$ cat src/rtl/display_switch_settle_watch_defines.svh
// display_switch_settle_watch_defines.svh: assertion macros for the settle watch block
// no dependencies; included by the files that carry assertions
`ifndef DISPLAY_SWITCH_SETTLE_WATCH_DEFINES_SVH
`define DISPLAY_SWITCH_SETTLE_WATCH_DEFINES_SVH

// same-cycle implication, disabled while reset is asserted
`define DSW_ASSERT_NOW(label, clk, rst_n, ante, cons, msg) \
    label: assert property (@(posedge clk) disable iff (!rst_n) (ante) |-> (cons)) \
        else $error(msg);

// next-cycle implication, disabled while reset is asserted
`define DSW_ASSERT_NEXT(label, clk, rst_n, ante, cons, msg) \
    label: assert property (@(posedge clk) disable iff (!rst_n) (ante) |=> (cons)) \
        else $error(msg);

`endif

$ cat src/rtl/dsw_pkg.sv
// dsw_pkg: types and constants of the display switch settle watch block
// no dependencies; used by display_switch_settle_watch
package dsw_pkg;

    // item kinds carried on the slave-side tuser
    typedef enum logic [1:0] {
        OP_CLEAR  = 2'd0,
        OP_LOAD   = 2'd1,
        OP_SAMPLE = 2'd2,
        OP_ROUND  = 2'd3
    } t_opcode;

    // configuration register indexes
    localparam logic [2:0] CFG_BUSY_AFTER  = 3'd0;
    localparam logic [2:0] CFG_READY_FLOOR = 3'd1;
    localparam logic [2:0] CFG_READY_MAX   = 3'd2;
    localparam logic [2:0] CFG_RETRY       = 3'd3;
    localparam logic [2:0] CFG_MAX_RETRIES = 3'd4;

    // field widths
    localparam int TIME_W   = 18;
    localparam int CODE_W   = 8;
    localparam int INDEX_W  = 4;
    localparam int RETRY_W  = 3;
    localparam int CNT_W    = 5;
    localparam int CFG_IDX_W = 3;

    // configuration reset values
    localparam logic [TIME_W-1:0]  RST_BUSY_AFTER  = 18'd3000;
    localparam logic [TIME_W-1:0]  RST_READY_FLOOR = 18'd5000;
    localparam logic [TIME_W-1:0]  RST_READY_MAX   = 18'd8000;
    localparam logic [TIME_W-1:0]  RST_RETRY       = 18'd20000;
    localparam logic [RETRY_W-1:0] RST_MAX_RETRIES = 3'd2;

    // input transaction payload, first field in the highest bits
    typedef struct packed {
        logic [TIME_W-1:0] elapsed_ms;
        logic              signal_present;
        logic              timing_ok;
        logic [CODE_W-1:0] reported_input;
        logic              input_ok;
        logic [CODE_W-1:0] watch_code;
        logic [INDEX_W-1:0] monitor_index;
    } t_in_item;

    localparam int IN_BITS     = $bits(t_in_item);
    localparam int IN_TDATA_W  = ((IN_BITS + 7) / 8) * 8;

    // result transaction payload, first field in the highest bits
    typedef struct packed {
        logic             monitor_locked;
        logic             monitor_ready;
        logic             monitor_watched;
        logic [CNT_W-1:0] unready_count;
        logic [CNT_W-1:0] pending_count;
        logic             gave_up;
        logic             finished;
        logic             acquire;
    } t_result;

    localparam int OUT_TDATA_W = $bits(t_result);

    // marks of one display
    typedef struct packed {
        logic watched;
        logic clean;
        logic busy;
        logic ready;
        logic locked;
    } t_marks;

endpackage

$ cat src/rtl/display_switch_settle_watch.sv
// display_switch_settle_watch: settle watch over the displays after an input switch
// depends on dsw_pkg and display_switch_settle_watch_defines.svh
// Usage
//   Slave stream: one transaction per item; tuser[1:0] is the item kind (clear, load,
//   sample, round), tdata carries the display index, watch code, query replies and time.
//   Master stream: exactly one result transaction per item, in order.
//   Config port: i_cfg_wr_en writes i_cfg_data into register i_cfg_index at the edge;
//   write only while no item is in flight.
// Pipeline and throughput
//   An accepted item enters the input register; once the output register can take it,
//   its result is registered there and shows on the master side.
//   One item per cycle sustained while the master side takes results: the per-display
//   marks change at one index per item and the pending and unready counts are kept as
//   running counters, so nothing scans the display table.
// Reset
//   Registers take their reset values, all marks and round state clear, watch codes are
//   undefined until a load writes them.
// Stall
//   When the master side stalls, the result holds, the input register holds its item
//   and tready drops while that item waits; nothing is lost or repeated.
`include "display_switch_settle_watch_defines.svh"

module display_switch_settle_watch #(
    parameter int MONITORS = 16
) (
    input  logic                            i_clk,
    input  logic                            i_rst_n,
    // slave side
    input  logic                            i_s_axis_tvalid,
    output logic                            o_s_axis_tready,
    // tdata: monitor_index, watch_code, input_ok, reported_input, timing_ok,
    //        signal_present, elapsed_ms, zero fill
    input  logic [dsw_pkg::IN_TDATA_W-1:0]  i_s_axis_tdata,
    // tuser: opcode
    input  logic [1:0]                      i_s_axis_tuser,
    // master side
    output logic                            o_m_axis_tvalid,
    input  logic                            i_m_axis_tready,
    // tdata: acquire, finished, gave_up, pending_count, unready_count,
    //        monitor_watched, monitor_ready, monitor_locked
    output logic [dsw_pkg::OUT_TDATA_W-1:0] o_m_axis_tdata,
    // configuration write port
    input  logic                            i_cfg_wr_en,
    input  logic [dsw_pkg::CFG_IDX_W-1:0]   i_cfg_index,
    input  logic [dsw_pkg::TIME_W-1:0]      i_cfg_data
);

    // only the displays reachable by the index field get storage
    localparam int DEPTH  = (MONITORS < (1 << dsw_pkg::INDEX_W)) ? MONITORS
                                                                : (1 << dsw_pkg::INDEX_W);
    localparam int IDX_W  = (DEPTH > 1) ? $clog2(DEPTH) : 1;
    localparam logic [6:0] MON_LIMIT = 7'(MONITORS);

    // configuration registers
    logic [dsw_pkg::TIME_W-1:0]  r_busy_after_ms;
    logic [dsw_pkg::TIME_W-1:0]  r_ready_floor_ms;
    logic [dsw_pkg::TIME_W-1:0]  r_ready_max_ms;
    logic [dsw_pkg::TIME_W-1:0]  r_retry_ms;
    logic [dsw_pkg::RETRY_W-1:0] r_max_retries;

    // input register
    logic                r_in_valid;
    dsw_pkg::t_opcode    r_in_op;
    dsw_pkg::t_in_item   r_in;

    // output register
    logic                r_out_valid;
    dsw_pkg::t_result    r_out;
    dsw_pkg::t_result    n_out;

    // per-display state
    logic [dsw_pkg::CODE_W-1:0] r_code [DEPTH];
    logic [DEPTH-1:0]           r_watched;
    logic [DEPTH-1:0]           r_clean;
    logic [DEPTH-1:0]           r_busy;
    logic [DEPTH-1:0]           r_ready;
    logic [DEPTH-1:0]           r_locked;

    // round state and running counts
    logic                        r_acquired_once, n_acquired_once;
    logic [dsw_pkg::TIME_W-1:0]  r_last_acquire,  n_last_acquire;
    logic [dsw_pkg::RETRY_W-1:0] r_retry_count,   n_retry_count;
    logic                        r_any_watched,   n_any_watched;
    logic                        r_done,          n_done;
    logic [dsw_pkg::CNT_W-1:0]   r_pending,       n_pending;
    logic [dsw_pkg::CNT_W-1:0]   r_unready,       n_unready;

    logic                        w_advance;
    logic                        w_in_range;
    logic [IDX_W-1:0]            w_sel;
    logic                        w_mark_wr;
    dsw_pkg::t_marks             w_cur;
    dsw_pkg::t_marks             n_mark;
    logic [dsw_pkg::TIME_W-1:0]  w_since;

    // handshake: the input register moves on whenever the output register can take a result
    assign w_advance       = r_in_valid && (!r_out_valid || i_m_axis_tready);
    assign o_s_axis_tready = !r_in_valid || w_advance;
    assign o_m_axis_tvalid = r_out_valid;
    assign o_m_axis_tdata  = r_out;

    // configuration writes
    always_ff @(posedge i_clk) begin
        if (!i_rst_n) begin
            r_busy_after_ms  <= dsw_pkg::RST_BUSY_AFTER;
            r_ready_floor_ms <= dsw_pkg::RST_READY_FLOOR;
            r_ready_max_ms   <= dsw_pkg::RST_READY_MAX;
            r_retry_ms       <= dsw_pkg::RST_RETRY;
            r_max_retries    <= dsw_pkg::RST_MAX_RETRIES;
        end else if (i_cfg_wr_en) begin
            unique case (i_cfg_index)
                dsw_pkg::CFG_BUSY_AFTER:  r_busy_after_ms  <= i_cfg_data;
                dsw_pkg::CFG_READY_FLOOR: r_ready_floor_ms <= i_cfg_data;
                dsw_pkg::CFG_READY_MAX:   r_ready_max_ms   <= i_cfg_data;
                dsw_pkg::CFG_RETRY:       r_retry_ms       <= i_cfg_data;
                dsw_pkg::CFG_MAX_RETRIES: r_max_retries    <= i_cfg_data[dsw_pkg::RETRY_W-1:0];
                default: ;
            endcase
        end
    end

    // input register
    always_ff @(posedge i_clk) begin
        if (!i_rst_n) begin
            r_in_valid <= 1'b0;
        end else if (o_s_axis_tready) begin
            r_in_valid <= i_s_axis_tvalid;
        end
    end

    always_ff @(posedge i_clk) begin
        if (i_s_axis_tvalid && o_s_axis_tready) begin
            r_in_op <= dsw_pkg::t_opcode'(i_s_axis_tuser);
            r_in    <= dsw_pkg::t_in_item'(i_s_axis_tdata[dsw_pkg::IN_BITS-1:0]);
        end
    end

    // addressed display and its current marks
    assign w_in_range = ({3'b000, r_in.monitor_index} < MON_LIMIT);
    assign w_sel      = r_in.monitor_index[IDX_W-1:0];

    always_comb begin
        w_cur.watched = r_watched[w_sel];
        w_cur.clean   = r_clean[w_sel];
        w_cur.busy    = r_busy[w_sel];
        w_cur.ready   = r_ready[w_sel];
        w_cur.locked  = r_locked[w_sel];
    end

    // mark update for a clear, load or sample of the addressed display
    always_comb begin
        n_mark    = w_cur;
        w_mark_wr = 1'b0;
        unique case (r_in_op)
            dsw_pkg::OP_CLEAR: begin
                n_mark = '0;
            end
            dsw_pkg::OP_LOAD: begin
                if (!r_done && w_in_range) begin
                    w_mark_wr      = 1'b1;
                    n_mark         = '0;
                    n_mark.watched = 1'b1;
                end
            end
            dsw_pkg::OP_SAMPLE: begin
                if (!r_done && w_in_range && w_cur.watched && !w_cur.locked) begin
                    w_mark_wr = 1'b1;
                    if (r_in.input_ok && (r_in.reported_input != r_code[w_sel])) begin
                        // foreign input: stop watching
                        n_mark.watched = 1'b0;
                    end else if (r_in.timing_ok && r_in.signal_present) begin
                        n_mark.locked = 1'b1;
                        n_mark.ready  = 1'b1;
                    end else if (!w_cur.ready) begin
                        if (!r_in.input_ok || !r_in.timing_ok) begin
                            if (w_cur.clean && (r_in.elapsed_ms >= r_busy_after_ms)) begin
                                n_mark.busy = 1'b1;
                            end
                        end else if (w_cur.busy || (r_in.elapsed_ms >= r_ready_floor_ms)) begin
                            n_mark.ready = 1'b1;
                        end else begin
                            n_mark.clean = 1'b1;
                        end
                    end
                end
            end
            dsw_pkg::OP_ROUND: ;
            default: ;
        endcase
    end

    // running counts and round decision
    always_comb begin
        n_acquired_once = r_acquired_once;
        n_last_acquire  = r_last_acquire;
        n_retry_count   = r_retry_count;
        n_any_watched   = r_any_watched;
        n_done          = r_done;
        n_pending       = r_pending;
        n_unready       = r_unready;
        n_out           = '0;
        w_since         = '0;

        if (r_in_op == dsw_pkg::OP_CLEAR) begin
            n_acquired_once = 1'b0;
            n_last_acquire  = '0;
            n_retry_count   = '0;
            n_any_watched   = 1'b0;
            n_done          = 1'b0;
            n_pending       = '0;
            n_unready       = '0;
        end else if (w_mark_wr) begin
            // swap the old contribution of the display for the new one
            n_pending = r_pending
                      - dsw_pkg::CNT_W'(w_cur.watched && !w_cur.locked)
                      + dsw_pkg::CNT_W'(n_mark.watched && !n_mark.locked);
            n_unready = r_unready
                      - dsw_pkg::CNT_W'(w_cur.watched && !w_cur.ready)
                      + dsw_pkg::CNT_W'(n_mark.watched && !n_mark.ready);
            if (r_in_op == dsw_pkg::OP_LOAD) begin
                n_any_watched = 1'b1;
            end
        end

        // end of round
        if (r_in_op == dsw_pkg::OP_ROUND && !r_done) begin
            if (!r_acquired_once) begin
                if ((n_pending == '0) && r_any_watched) begin
                    n_done = 1'b1;
                end else if ((n_unready == '0) || (r_in.elapsed_ms >= r_ready_max_ms)) begin
                    n_out.acquire   = 1'b1;
                    n_acquired_once = 1'b1;
                    n_last_acquire  = r_in.elapsed_ms;
                end
            end else if (n_pending != '0) begin
                w_since = (r_in.elapsed_ms >= r_last_acquire) ?
                          (r_in.elapsed_ms - r_last_acquire) : '0;
                if (w_since >= r_retry_ms) begin
                    if (r_retry_count == r_max_retries) begin
                        n_done = 1'b1;
                    end else begin
                        n_retry_count  = r_retry_count + 1'b1;
                        n_out.acquire  = 1'b1;
                        n_last_acquire = r_in.elapsed_ms;
                    end
                end
            end
            if ((n_pending == '0) && n_acquired_once) begin
                n_done = 1'b1;
            end
        end

        n_out.finished        = n_done;
        n_out.gave_up         = n_done && (n_pending != '0);
        n_out.pending_count   = n_pending;
        n_out.unready_count   = n_unready;
        n_out.monitor_watched = w_in_range && n_mark.watched;
        n_out.monitor_ready   = w_in_range && n_mark.ready;
        n_out.monitor_locked  = w_in_range && n_mark.locked;
    end

    // per-display marks and round state
    always_ff @(posedge i_clk) begin
        if (!i_rst_n) begin
            r_watched       <= '0;
            r_clean         <= '0;
            r_busy          <= '0;
            r_ready         <= '0;
            r_locked        <= '0;
            r_acquired_once <= 1'b0;
            r_last_acquire  <= '0;
            r_retry_count   <= '0;
            r_any_watched   <= 1'b0;
            r_done          <= 1'b0;
            r_pending       <= '0;
            r_unready       <= '0;
        end else if (w_advance) begin
            if (r_in_op == dsw_pkg::OP_CLEAR) begin
                r_watched <= '0;
                r_clean   <= '0;
                r_busy    <= '0;
                r_ready   <= '0;
                r_locked  <= '0;
            end else if (w_mark_wr) begin
                r_watched[w_sel] <= n_mark.watched;
                r_clean[w_sel]   <= n_mark.clean;
                r_busy[w_sel]    <= n_mark.busy;
                r_ready[w_sel]   <= n_mark.ready;
                r_locked[w_sel]  <= n_mark.locked;
            end
            r_acquired_once <= n_acquired_once;
            r_last_acquire  <= n_last_acquire;
            r_retry_count   <= n_retry_count;
            r_any_watched   <= n_any_watched;
            r_done          <= n_done;
            r_pending       <= n_pending;
            r_unready       <= n_unready;
        end
    end

    // watch codes, written by load items
    always_ff @(posedge i_clk) begin
        if (w_advance && w_mark_wr && (r_in_op == dsw_pkg::OP_LOAD)) begin
            r_code[w_sel] <= r_in.watch_code;
        end
    end

    // output register
    always_ff @(posedge i_clk) begin
        if (!i_rst_n) begin
            r_out_valid <= 1'b0;
        end else if (w_advance) begin
            r_out_valid <= 1'b1;
        end else if (i_m_axis_tready) begin
            r_out_valid <= 1'b0;
        end
    end

    always_ff @(posedge i_clk) begin
        if (w_advance) begin
            r_out <= n_out;
        end
    end

    // checks
    `DSW_ASSERT_NEXT(a_acquire_round_only, i_clk, i_rst_n,
        w_advance && (r_in_op != dsw_pkg::OP_ROUND), !r_out.acquire,
        "acquire raised by an item that is not a round")
    `DSW_ASSERT_NOW(a_unready_within_pending, i_clk, i_rst_n,
        1'b1, r_unready <= r_pending,
        "more unready displays than pending ones")
    `DSW_ASSERT_NEXT(a_clear_restarts, i_clk, i_rst_n,
        w_advance && (r_in_op == dsw_pkg::OP_CLEAR),
        (r_pending == '0) && (r_unready == '0) && !r_done && !r_acquired_once,
        "clear left tracking state behind")
    `DSW_ASSERT_NEXT(a_done_freezes, i_clk, i_rst_n,
        w_advance && r_done && (r_in_op != dsw_pkg::OP_CLEAR),
        r_done && $stable(r_pending) && $stable(r_unready) && !r_out.acquire,
        "tracking state moved after finishing")

endmodule
$ cat config.mk
export PLATFORM = sky130hd
export DESIGN_NAME = display_switch_settle_watch
export DESIGN_NICKNAME = d
export VERILOG_FILES = /design/src/rtl/dsw_pkg.sv /design/src/rtl/display_switch_settle_watch.sv
export VERILOG_INCLUDE_DIRS = /design/src /design/src/rtl
export SDC_FILE = /design/constraint.sdc
export NUM_CORES = 1
export LEC_CHECK = 0
export CORE_ASPECT_RATIO = 0.75
export CORE_MARGIN = 2
export CORE_UTILIZATION = 50
export CTS_CLUSTER_DIAMETER = 120
export DETAILED_ROUTE_END_ITERATION = 6
export DONT_BUFFER_PORTS = 1
export GPL_ROUTABILITY_DRIVEN = 0
export MAX_ROUTING_LAYER = met4
export PLACE_DENSITY = 0.69
export SLEW_MARGIN = 20
export SYNTH_ARGS = -nofsm -noshare
export SYNTH_HDL_FRONTEND = slang
export SYNTH_SLANG_ARGS = --single-unit
$ cat constraint.sdc
create_clock -name i_clk -period 5.6 [get_ports i_clk]
set_input_delay 0.56 -clock i_clk [delete_from_list [all_inputs] [get_ports i_clk]]
set_output_delay 0.56 -clock i_clk [all_outputs]
set_load 0.01 [all_outputs]
==> results of run 1 <==
-- stage by stage --
stage / cell area (sq um) / std cells / TNS (ns)
5_1_grt: 21200 / 2279 / -2.02
6_report: 21200 / 2280 / 0
4_1_cts: 20800 / 2262 / 0
3_3_place_gp: 19400 / 2189 / 0
2_1_floorplan: 18700 / 1721 / 0
3_5_place_dp: 19400 / 2189 / 0
-- layer usage --
layer	part of all wire, %	up-vias	wire [um]	GRT usage (%)
met5	0	-	0	-
met4	2.1	0	1050	6.32
met3	7.8	80	3880	3.42
met2	43	589	21700	38.4
met1	47	6770	23400	38.4
li1	-	6324	-	-
-- synthesized netlist by cell type (16+ instances only) --
library cell and number:
a21o_1 20, a21oi_1 115, a22o_1 16, a41oi_1 17, and2_1 23, clkbuf_1 63, dfxtp_1 195, edfxtp_1 187
ha_1 106, inv_1 131, mux2i_1 44, mux4_2 49, nand2_1 244, nand3_1 31, nand4_1 19, nor2_1 75
nor2b_1 16, nor3_1 22, o211ai_1 32, o21ai_0 77, o31ai_1 17, xnor2_1 19
-- registers in the layout, indices dropped and copies added, names as in the netlist, 18 cells and up, named ones only --
register          cells
r_busy_after_ms      18
r_code              128
r_in                 37
r_last_acquire       18
r_ready_floor_ms     18
r_ready_max_ms       18
r_retry_ms           18
-- critical path, delay by kind of cell, from the launching register on --
family	cells	cell delay, ns
simple gates	7	1.74
compound gates	5	1.15
fa+ha+maj	3	0.92
buf+inv	6	0.78
mux	1	0.50
flops	1	0.34
-- area by class of cell --
type	instances	area [sq um]	area share, %
antenna	1	2.50	0.0118
clock buffer	51	1090	5.17
clock inverter	22	234	1.10
inverter	132	497	2.34
multi-input combinational	1117	8460	39.9
sequential	382	9520	44.9
tap	504	631	2.98
timing repair buffer	71	748	3.53
-- power breakdown --
part | leakage (nW) | internal (mW) | switching, mW
Sequential | 3.29 | 2.98 | 0.0592
Combinational | 3.71 | 0.253 | 0.351
Clock | 0.649 | 1.58 | 1.14
-- how the worst max path moves through the flow --
stage                                      end  cells past startpoint                from
2_1_floorplan  r_last_acquire[10]$_SDFFE_PN0P_                     23  w_sel[1]$_DFFE_PP_
3_3_place_gp    r_last_acquire[8]$_SDFFE_PN0P_                     24                flop
3_5_place_dp    r_last_acquire[8]$_SDFFE_PN0P_                     25                flop
4_1_cts         r_last_acquire[8]$_SDFFE_PN0P_                     25                flop
5_1_grt         r_last_acquire[7]$_SDFFE_PN0P_                     24                flop
6_report       r_last_acquire[17]$_SDFFE_PN0P_                     22                flop
-- kinds of logic after synthesis --
group	Yosys count	synth area share, %
and+or+nand+nor	500	12.7
DFF	382	51.1
AOI/OAI and AO/OA	380	13.9
buffers and inverters	222	4.74
adders and majority gates	109	7.44
muxes	98	8.67
xor gates and xnor gates	30	1.48
-- timing repair --
action | CTS | global route
gates resized for setup | 3 | 46
pin swaps | 0 | 18
endpoints found under the setup margin | 18 | 25
cloned | 0 | 4
buffers inserted | 0 | 13
==> impl_metrics.csv, run 1 <==
group,metric,value,unit
status,status,"completed",
hold_path,hold_class,"in -> reg",
layout,post-route-util,57.5,%
power,total_power,6.37,mW
worst_setup_path,crit_type,"reg -> reg",
route,routedWlPerCell,21.9,um
floorplan,rows,61,
floorplan,die_w,227,um
grt,grt_antenna_before_repair,0,
worst_setup_path,arrival,5.99,ns
run,maxCapViolCount,0,
yosys,synth_cells,1721,
route,first_pass_iters,5,
clocking,ctsHoldBuffers,0,
layout,drive_above_1_share,14.4,%
grt,grt_pass1_wl,75700,um
worst_setup_path,timing.rr.end,"r_last_acquire[17]$_SDFFE_PN0P_",
clocking,cts_sinks,382,
yosys,syn_area_per_cell,10.8,sq um
route,drc,0,
route,via_count,13763,
grt,overflow,0,
layout,flow.area_growth_from_synthesis,13.7,%
floorplan,coreArea,0.0369,sq mm
yosys,ys_seq_elements,382,
sta,fin_crit,5.54,ns
sta,report.final.slew_viol_count,0,
grt,first_global_vias,13219,
yosys,syn_area,0.0186,sq mm
yosys,netlist_top_cells_area,"edfxtp_1, dfxtp_1, ha_1",
yosys,synthArstFlopShare,0,%
sta,max_freq,0.181,GHz
route,vias_per_cell,6.04,
power,ir_drop,233,uV
route,drt-total-wl,50000,um
worst_setup_path,crit_required,6.05,ns
layout,layout_common_cells,"nand2_1, dfxtp_1, edfxtp_1",
sta,finClkSkew,0.0216,ns
power,p_leak,7.66,nW
worst_setup_path,crit_chain,"buf_12 > buf_12 > mux4_2 > and4_1 > nor4_2 > nand3_1 > nand4_1 > buf_6 > o21ai_1 > buf_4 > a32oi_4 > nand2_1 > ha_1 > inv_2 > ha_4 > fa_2 > or4_4 > o311ai_4 > and4bb_1 > a31o_4 > clkbuf_16 > o32ai_1",
worst_setup_path,cp_common_cell,"buf_12",
floorplan,start_util,50.5,%
layout,nets,1929,
worst_setup_path,worstSetupStartpointType,"flop",
place,portBuffers,0,
place,place_ws,0.0135,ns
yosys,ys.flop_type,"dfxtp_1",
grt,grt_max_degree,77,
worst_setup_path,slowest_delay,0.56,ns
worst_setup_path,r2r_cells,22,
hold_path,min-delay-start,"i_rst_n",
worst_setup_path,reg2reg_slack,0.06,ns
floorplan,die_height,171,um
route,antenna_left,0,
yosys,synth_edf_count,187,
clocking,cts_buffers,40,
power,power_density,300,mW/mm^2
yosys,synth.net_count,1906,
layout,fill_cells,3031,
clocking,clock-root-buffer,"clkbuf_16",
sta,timing.hold.ws,0.0845,ns
yosys,synth.distinct_cells,80,
sta,setup_viol,0,
sta,max_slew_margin,21.7,%
floorplan,ios,94,
clocking,clock_latency,0.55,ns
route,first_iter_violations,1308,
yosys,synth-warning-count,0,
worst_setup_path,crit_path_top_delay_cell,"or4_4",
sta,timing_hold_violations_final,0,
worst_setup_path,worst_setup_path_end_kind,"flop",
yosys,synth_seq_area_share,51.1,%
layout,final_common_cell,"nand2_1",
grt,track_usage,26.1,%
sta,worst_slack,0.0634,ns
worst_setup_path,crit_fanout,9,
hold_path,worst_hold_path.num_cells,1,
hold_path,hold_path_end,"r_max_retries[1]$_SDFFE_PN1P_",
sta,period_share,98.9,%
yosys,yosys.area.top_type,"edfxtp_1",
place,hpwl,33000,um
floorplan,dieArea,0.0388,sq mm
yosys,synth_top_area_share,30.1,%
clocking,cts_tree,"done",
clocking,h-tree-depth,2,
sta,worst_slew_pin_slew,1.17,ns
clocking,clk_pin_slew,0.06,ns
clocking,clock_tree.buffer_depth,3,
Note: power is estimated with default switching activity, not from simulation.
==> run 2: changes to the inputs <==
--- a/config.mk
+++ b/config.mk
@@ -9,10 +9,12 @@
 export CORE_ASPECT_RATIO = 0.75
 export CORE_MARGIN = 2
 export CORE_UTILIZATION = 50
+export CTS_BUF_LIST = sky130_fd_sc_hd__clkbuf_4 sky130_fd_sc_hd__clkbuf_8 sky130_fd_sc_hd__clkbuf_16
 export CTS_CLUSTER_DIAMETER = 120
 export DETAILED_ROUTE_END_ITERATION = 6
 export DONT_BUFFER_PORTS = 1
 export GPL_ROUTABILITY_DRIVEN = 0
+export GPL_TIMING_DRIVEN = 0
 export MAX_ROUTING_LAYER = met4
 export PLACE_DENSITY = 0.69
 export SLEW_MARGIN = 20
==> run 2 against run 1 <==
  * Utilization increased by 1.4 points
  * Worst hold slack improved by 0.0096 ns
  * Routed wire length rose by 6.3%
  * Combinational power increased by 8.3%
  * Total power grew 3.9%
  * Final area is 2.4% higher
  * Critical path type unchanged
  * Largest cell class unchanged
==> impl_metrics.csv, run 2 (same netlist as run 1, synthesis figures left out) <==
group,metric,value,unit
worst_setup_path,crit_chain,"buf_8 > buf_12 > mux4_2 > mux4_2 > and4b_1 > and2_4 > a32oi_4 > buf_6 > nand2_4 > ha_4 > inv_2 > ha_4 > fa_2 > a21o_1 > a21oi_2 > xnor2_2 > xnor2_2 > o311ai_4 > and4bb_2 > a31o_1 > buf_6 > buf_6 > o32ai_2",
route,via_count,14275,
grt,grt_max_degree,46,
worst_setup_path,startpoint,"w_sel[1]$_DFFE_PP_",
floorplan,die_height,171,um
worst_setup_path,crit_required,6.07,ns
route,first_pass_iters,5,
layout,drive_above_1_share,14.9,%
route,routedWlPerCell,22.7,um
worst_setup_path,worst_setup_path_end_kind,"flop",
clocking,h-tree-depth,2,
worst_setup_path,cp_top_family,"compound AO/OA/AOI/OAI gates",
sta,fin_crit,5.55,ns
worst_setup_path,arrival,6.02,ns
worst_setup_path,worstSetupStartpointType,"flop",
sta,max_freq,0.180,GHz
status,status,"completed",
layout,final_area,0.0217,sq mm
sta,setup_viol,0,
clocking,cts_tree,"done",
route,drc,0,
floorplan,coreArea,0.0369,sq mm
route,drt-total-wl,53200,um
place,portBuffers,0,
sta,max_slew_margin,18.3,%
worst_setup_path,slowest_delay,0.54,ns
sta,worst_slew_pin_slew,1.22,ns
worst_setup_path,r2r-start,"w_sel[1]$_DFFE_PP_",
sta,rsz0062_at_grt,"yes",
layout,fill_cells,3062,
hold_path,worst_hold_path.num_cells,0,
worst_setup_path,reg2reg_slack,0.05,ns
worst_setup_path,crit_fanout,5,
worst_setup_path,worst-path-buf-inv,6,
clocking,clock-root-buffer,"clkbuf_16",
layout,layout_common_cells,"nand2_1, dfxtp_1, edfxtp_1",
layout,fin_cells,2344,
place,place_area,0.0193,sq mm
hold_path,hold_path_end,"r_in[24]$_DFFE_PP_",
place,place_ws,-1.91,ns
worst_setup_path,crit_path_top_delay_cell,"mux4_2",
sta,timing_hold_violations_final,0,
worst_setup_path,r2r_cells,23,
grt,overflow,0,
grt,grt_pass1_wl,80000,um
worst_setup_path,crit_type,"reg -> reg",
layout,flow.area_growth_from_synthesis,16.5,%
layout,top_regs,"r_code: 128 flops, r_in: 37 flops",
run,maxCapViolCount,0,
sta,report.final.slew_viol_count,0,
sta,finClkSkew,0.0163,ns
sta,period_share,99.2,%
worst_setup_path,worst-path-stages,23,
route,vias_per_cell,6.09,
hold_path,hold_class,"in -> reg",
power,power_density,305,mW/mm^2
clocking,clock_latency,0.56,ns
clocking,ctsHoldBuffers,0,
layout,regMostFlops,"r_code",
floorplan,start_util,50.5,%
floorplan,die_w,227,um
place,place_inst,2225,
worst_setup_path,cp_common_cell,"buf_6",
power,ir_drop,290,uV
power,p_leak,7.79,nW
worst_setup_path,timing.rr.end,"r_last_acquire[1]$_SDFFE_PN0P_",
layout,largest_reg_flops,128,
floorplan,rows,61,
layout,final_common_cell,"nand2_1",
clocking,clk_pin_slew,0.07,ns
sta,worst_slack,0.0468,ns
sta,timing.hold.ws,0.0941,ns
place,hpwl,36800,um
layout,nets,1992,
grt,grt_antenna_before_repair,1,
route,first_iter_violations,1538,
clocking,clock_tree.buffer_depth,3,
floorplan,dieArea,0.0388,sq mm
hold_path,min-delay-start,"i_s_axis_tdata[24]",
grt,track_usage,28.3,%
clocking,cts_sinks,382,
grt,first_global_vias,13596,
clocking,cts_buffers,39,
route,antenna_left,0,
floorplan,ios,94,
[run 2: layout make-up]
class | count | area [sq um] | share of cell area, %
tap | 504 | 631 | 2.91
timing repair buffer | 46 | 442 | 2.04
sequential | 382 | 9520 | 43.9
buffer | 89 | 523 | 2.41
antenna | 2 | 5.00 | 0.0231
inverter | 132 | 498 | 2.30
clock buffer | 47 | 1110 | 5.13
clock inverter | 25 | 332 | 1.53
multi-input combinational | 1117 | 8630 | 39.8
[run 2: stage by stage]
step	power (mW)	utilization (%)	TNS, ns
finish	6.62	58.9	0
global route	6.82	58.9	-2.21
CTS	6.60	57.9	-0.00413
detailed placement	3.65	52.3	-44.77
global placement	3.63	52.3	-42.97
floorplan	3.47	-	0
[run 2: worst max path at each step]
stage / slack (ns) / to
final: 0.05 / r_last_acquire[1]$_SDFFE_PN0P_
after CTS: -0.002 / r_last_acquire[0]$_SDFFE_PN0P_
after global routing: -0.14 / r_last_acquire[3]$_SDFFE_PN0P_
after detailed placement: -1.91 / r_last_acquire[5]$_SDFFE_PN0P_
after global placement: -1.84 / r_last_acquire[6]$_SDFFE_PN0P_
after floorplan: 0.01 / r_last_acquire[10]$_SDFFE_PN0P_
[run 2: what timing repair did]
| action | CTS | global route |
|---|---|---|
| pin swaps | 16 | 28 |
| setup buffers | 32 | 11 |
| gates cloned | 2 | 1 |
| setup endpoints to repair | 35 | 22 |
| gates resized for setup | 82 | 47 |
[run 2: where the power goes]
group / switching (mW) / leakage (nW) / internal, mW
clock: 1.17 / 0.713 / 1.76
sequential: 0.0586 / 3.29 / 2.98
combinational: 0.392 / 3.78 / 0.262
[run 2: layer usage]
metal / share of wire [%] / wire length (um) / vias to the layer above / global-route usage [%]
met2: 41 / 22100 / 714 / 39.2
met5: 0 / 0 / - / -
li1: - / - / 6465 / -
met1: 46 / 24200 / 6979 / 41.2
met3: 10 / 5430 / 117 / 6.37
met4: 2.8 / 1490 / 0 / 8.75
==> run 3: changes to the inputs <==
--- a/config.mk
+++ b/config.mk
@@ -8,7 +8,7 @@
 export LEC_CHECK = 0
 export CORE_ASPECT_RATIO = 0.75
 export CORE_MARGIN = 2
-export CORE_UTILIZATION = 50
+export CORE_UTILIZATION = 58
 export CTS_BUF_LIST = sky130_fd_sc_hd__clkbuf_4 sky130_fd_sc_hd__clkbuf_8 sky130_fd_sc_hd__clkbuf_16
 export CTS_CLUSTER_DIAMETER = 120
 export DETAILED_ROUTE_END_ITERATION = 6
@@ -16,7 +16,7 @@
 export GPL_ROUTABILITY_DRIVEN = 0
 export GPL_TIMING_DRIVEN = 0
 export MAX_ROUTING_LAYER = met4
-export PLACE_DENSITY = 0.69
+export PLACE_DENSITY = 0.77
 export SLEW_MARGIN = 20
 export SYNTH_ARGS = -nofsm -noshare
 export SYNTH_HDL_FRONTEND = slang
==> run 3 against run 2 <==
  * Non-clock buffer count increased by 4
  * Clock power fell by 14%
  * Worst hold slack improved by 0.013 ns
  * Routed wire length down 2.5%
  * Register-to-register slack improved by 0.02 ns
  * Critical path type unchanged
==> impl_metrics.csv, run 3 (same netlist as run 1, synthesis figures left out) <==
group,metric,value,unit
sta,rsz0062_at_grt,"yes",
place,portBuffers,0,
clocking,cts_sinks,382,
grt,grt_pass1_wl,77200,um
power,ir_drop,277,uV
route,routedWlPerCell,23.1,um
power,power_density,291,mW/mm^2
worst_setup_path,crit_fanout,10,
sta,setup_viol,0,
place,place_inst,2128,
sta,period_share,98.8,%
route,first_iter_violations,1751,
clocking,ctsHoldBuffers,0,
status,status,"completed",
route,first_pass_iters,6,
layout,final_common_cell,"nand2_1",
layout,drive_above_1_share,14.4,%
grt,grt_antenna_before_repair,0,
floorplan,coreArea,0.0315,sq mm
sta,max_freq,0.181,GHz
clocking,clk_pin_slew,0.06,ns
floorplan,dieArea,0.0336,sq mm
layout,regMostFlops,"r_code",
grt,first_global_vias,13860,
hold_path,worst_hold_path.num_cells,0,
route,drt-total-wl,51900,um
worst_setup_path,crit_type,"reg -> reg",
grt,grt_max_degree,30,
worst_setup_path,worstSetupStartpointType,"flop",
sta,timing_hold_violations_final,0,
hold_path,hold_class,"in -> reg",
place,place_ws,-1.89,ns
sta,finClkSkew,0.0241,ns
clocking,clock_tree.buffer_depth,3,
layout,layout_common_cells,"nand2_1, dfxtp_1, edfxtp_1",
floorplan,die_w,211,um
worst_setup_path,r2r_cells,26,
sta,fin_crit,5.53,ns
hold_path,hold_path_end,"r_in[7]$_DFFE_PP_",
clocking,clock-root-buffer,"clkbuf_16",
route,drc,0,
route,vias_per_cell,6.45,
grt,track_usage,30.6,%
floorplan,ios,94,
clocking,h-tree-depth,2,
sta,worst_slew_pin_slew,1.18,ns
layout,largest_reg_flops,128,
worst_setup_path,worst_setup_path_end_kind,"flop",
clocking,clock_latency,0.54,ns
floorplan,start_util,59.2,%
floorplan,rows,56,
run,maxCapViolCount,0,
sta,timing.hold.ws,0.107,ns
worst_setup_path,timing.rr.end,"r_last_acquire[13]$_SDFFE_PN0P_",
layout,flow.area_growth_from_synthesis,14.1,%
power,total_power,6.20,mW
worst_setup_path,reg2reg_slack,0.07,ns
hold_path,min-delay-start,"i_s_axis_tdata[7]",
clocking,cts_buffers,38,
layout,nets,1996,
floorplan,die_height,159,um
route,antenna_left,0,
sta,max_slew_margin,20.8,%
layout,n_antenna_cell,0,
route,via_count,14477,
place,hpwl,35900,um
layout,fill_cells,2224,
sta,worst_slack,0.0694,ns
layout,fin_cells,2245,
layout,top_regs,"r_code: 128 flops, r_in: 37 flops",
sta,report.final.slew_viol_count,0,
worst_setup_path,arrival,5.97,ns
clocking,cts_tree,"done",
worst_setup_path,crit_required,6.04,ns
grt,overflow,0,
power,p_leak,7.70,nW
run 3: cell count changes in the layout (fill, tap and decap cells not counted), moves of 5 or more:
cell       before  now
bufinv_16       7    1
clkbuf_4        1   13
o32ai_1         2    9
o32ai_2        13    8
run 3: final cells by class:
class,instances,area [sq um],area share [%]
clock buffer,53,1080,5.09
timing repair buffer,51,490,2.31
sequential,382,9520,44.8
tap,406,508,2.39
multi-input combinational,1118,8530,40.1
inverter,132,495,2.33
clock inverter,15,125,0.589
buffer,88,508,2.39
run 3: critical path, cell delays in order (launching register included):
cell and delay [ns]:
dfxtp_1 0.32, buf_4 0.21, buf_12 0.18, mux4_2 0.36
mux2i_2 0.25, xor2_1 0.21, o211a_1 0.19, o211ai_1 0.10
buf_4 0.19, buf_6 0.12, or2_4 0.24, a21oi_4 0.19
nand2_1 0.08, ha_1 0.28, inv_2 0.04, ha_4 0.15
fa_2 0.36, a21o_1 0.19, a21oi_2 0.20, xnor2_2 0.11
xnor2_2 0.16, o311ai_4 0.35, buf_6 0.16, a21oi_4 0.07
a31o_4 0.34, clkbuf_16 0.18, o32ai_2 0.18
run 3: through the flow:
step	TNS (ns)	util (%)	area [sq um]
2_1_floorplan	0	-	18700
4_1_cts	0	66.3	20900
3_5_place_dp	-45.02	61.0	19200
5_1_grt	-0.574	67.6	21300
3_3_place_gp	-40.21	60.9	19200
6_report	0	67.6	21300
run 3: routing by layer:
metal | part of all wire, % | GRT usage (%) | routed length [um]
met3 | 11 | 7.40 | 5940
met5 | 0 | - | 0
met2 | 43 | 43.0 | 22300
met4 | 2.5 | 8.71 | 1320
met1 | 43 | 44.2 | 22400
run 3: power by group:
group          internal, mW  leakage (nW)  switching, mW
sequential             2.98          3.29         0.0582
clock                  1.41         0.616           1.10
combinational         0.266          3.79          0.386
run 3: worst max path at each step:
stage                       start  slack [ns]                               to
2_1_floorplan  w_sel[1]$_DFFE_PP_        0.01  r_last_acquire[10]$_SDFFE_PN0P_
3_3_place_gp                 flop       -1.72   r_last_acquire[6]$_SDFFE_PN0P_
3_5_place_dp                 flop       -1.89   r_last_acquire[6]$_SDFFE_PN0P_
4_1_cts        w_sel[1]$_DFFE_PP_        0.01  r_last_acquire[14]$_SDFFE_PN0P_
5_1_grt                      flop       -0.05   r_last_acquire[5]$_SDFFE_PN0P_
6_report                     flop        0.07  r_last_acquire[13]$_SDFFE_PN0P_
run 3: repair_timing:
action,in CTS,in global routing
pin swaps,19,25
setup endpoints to repair,36,25
buffers inserted,27,21
cloned,0,3
resized for setup,70,40
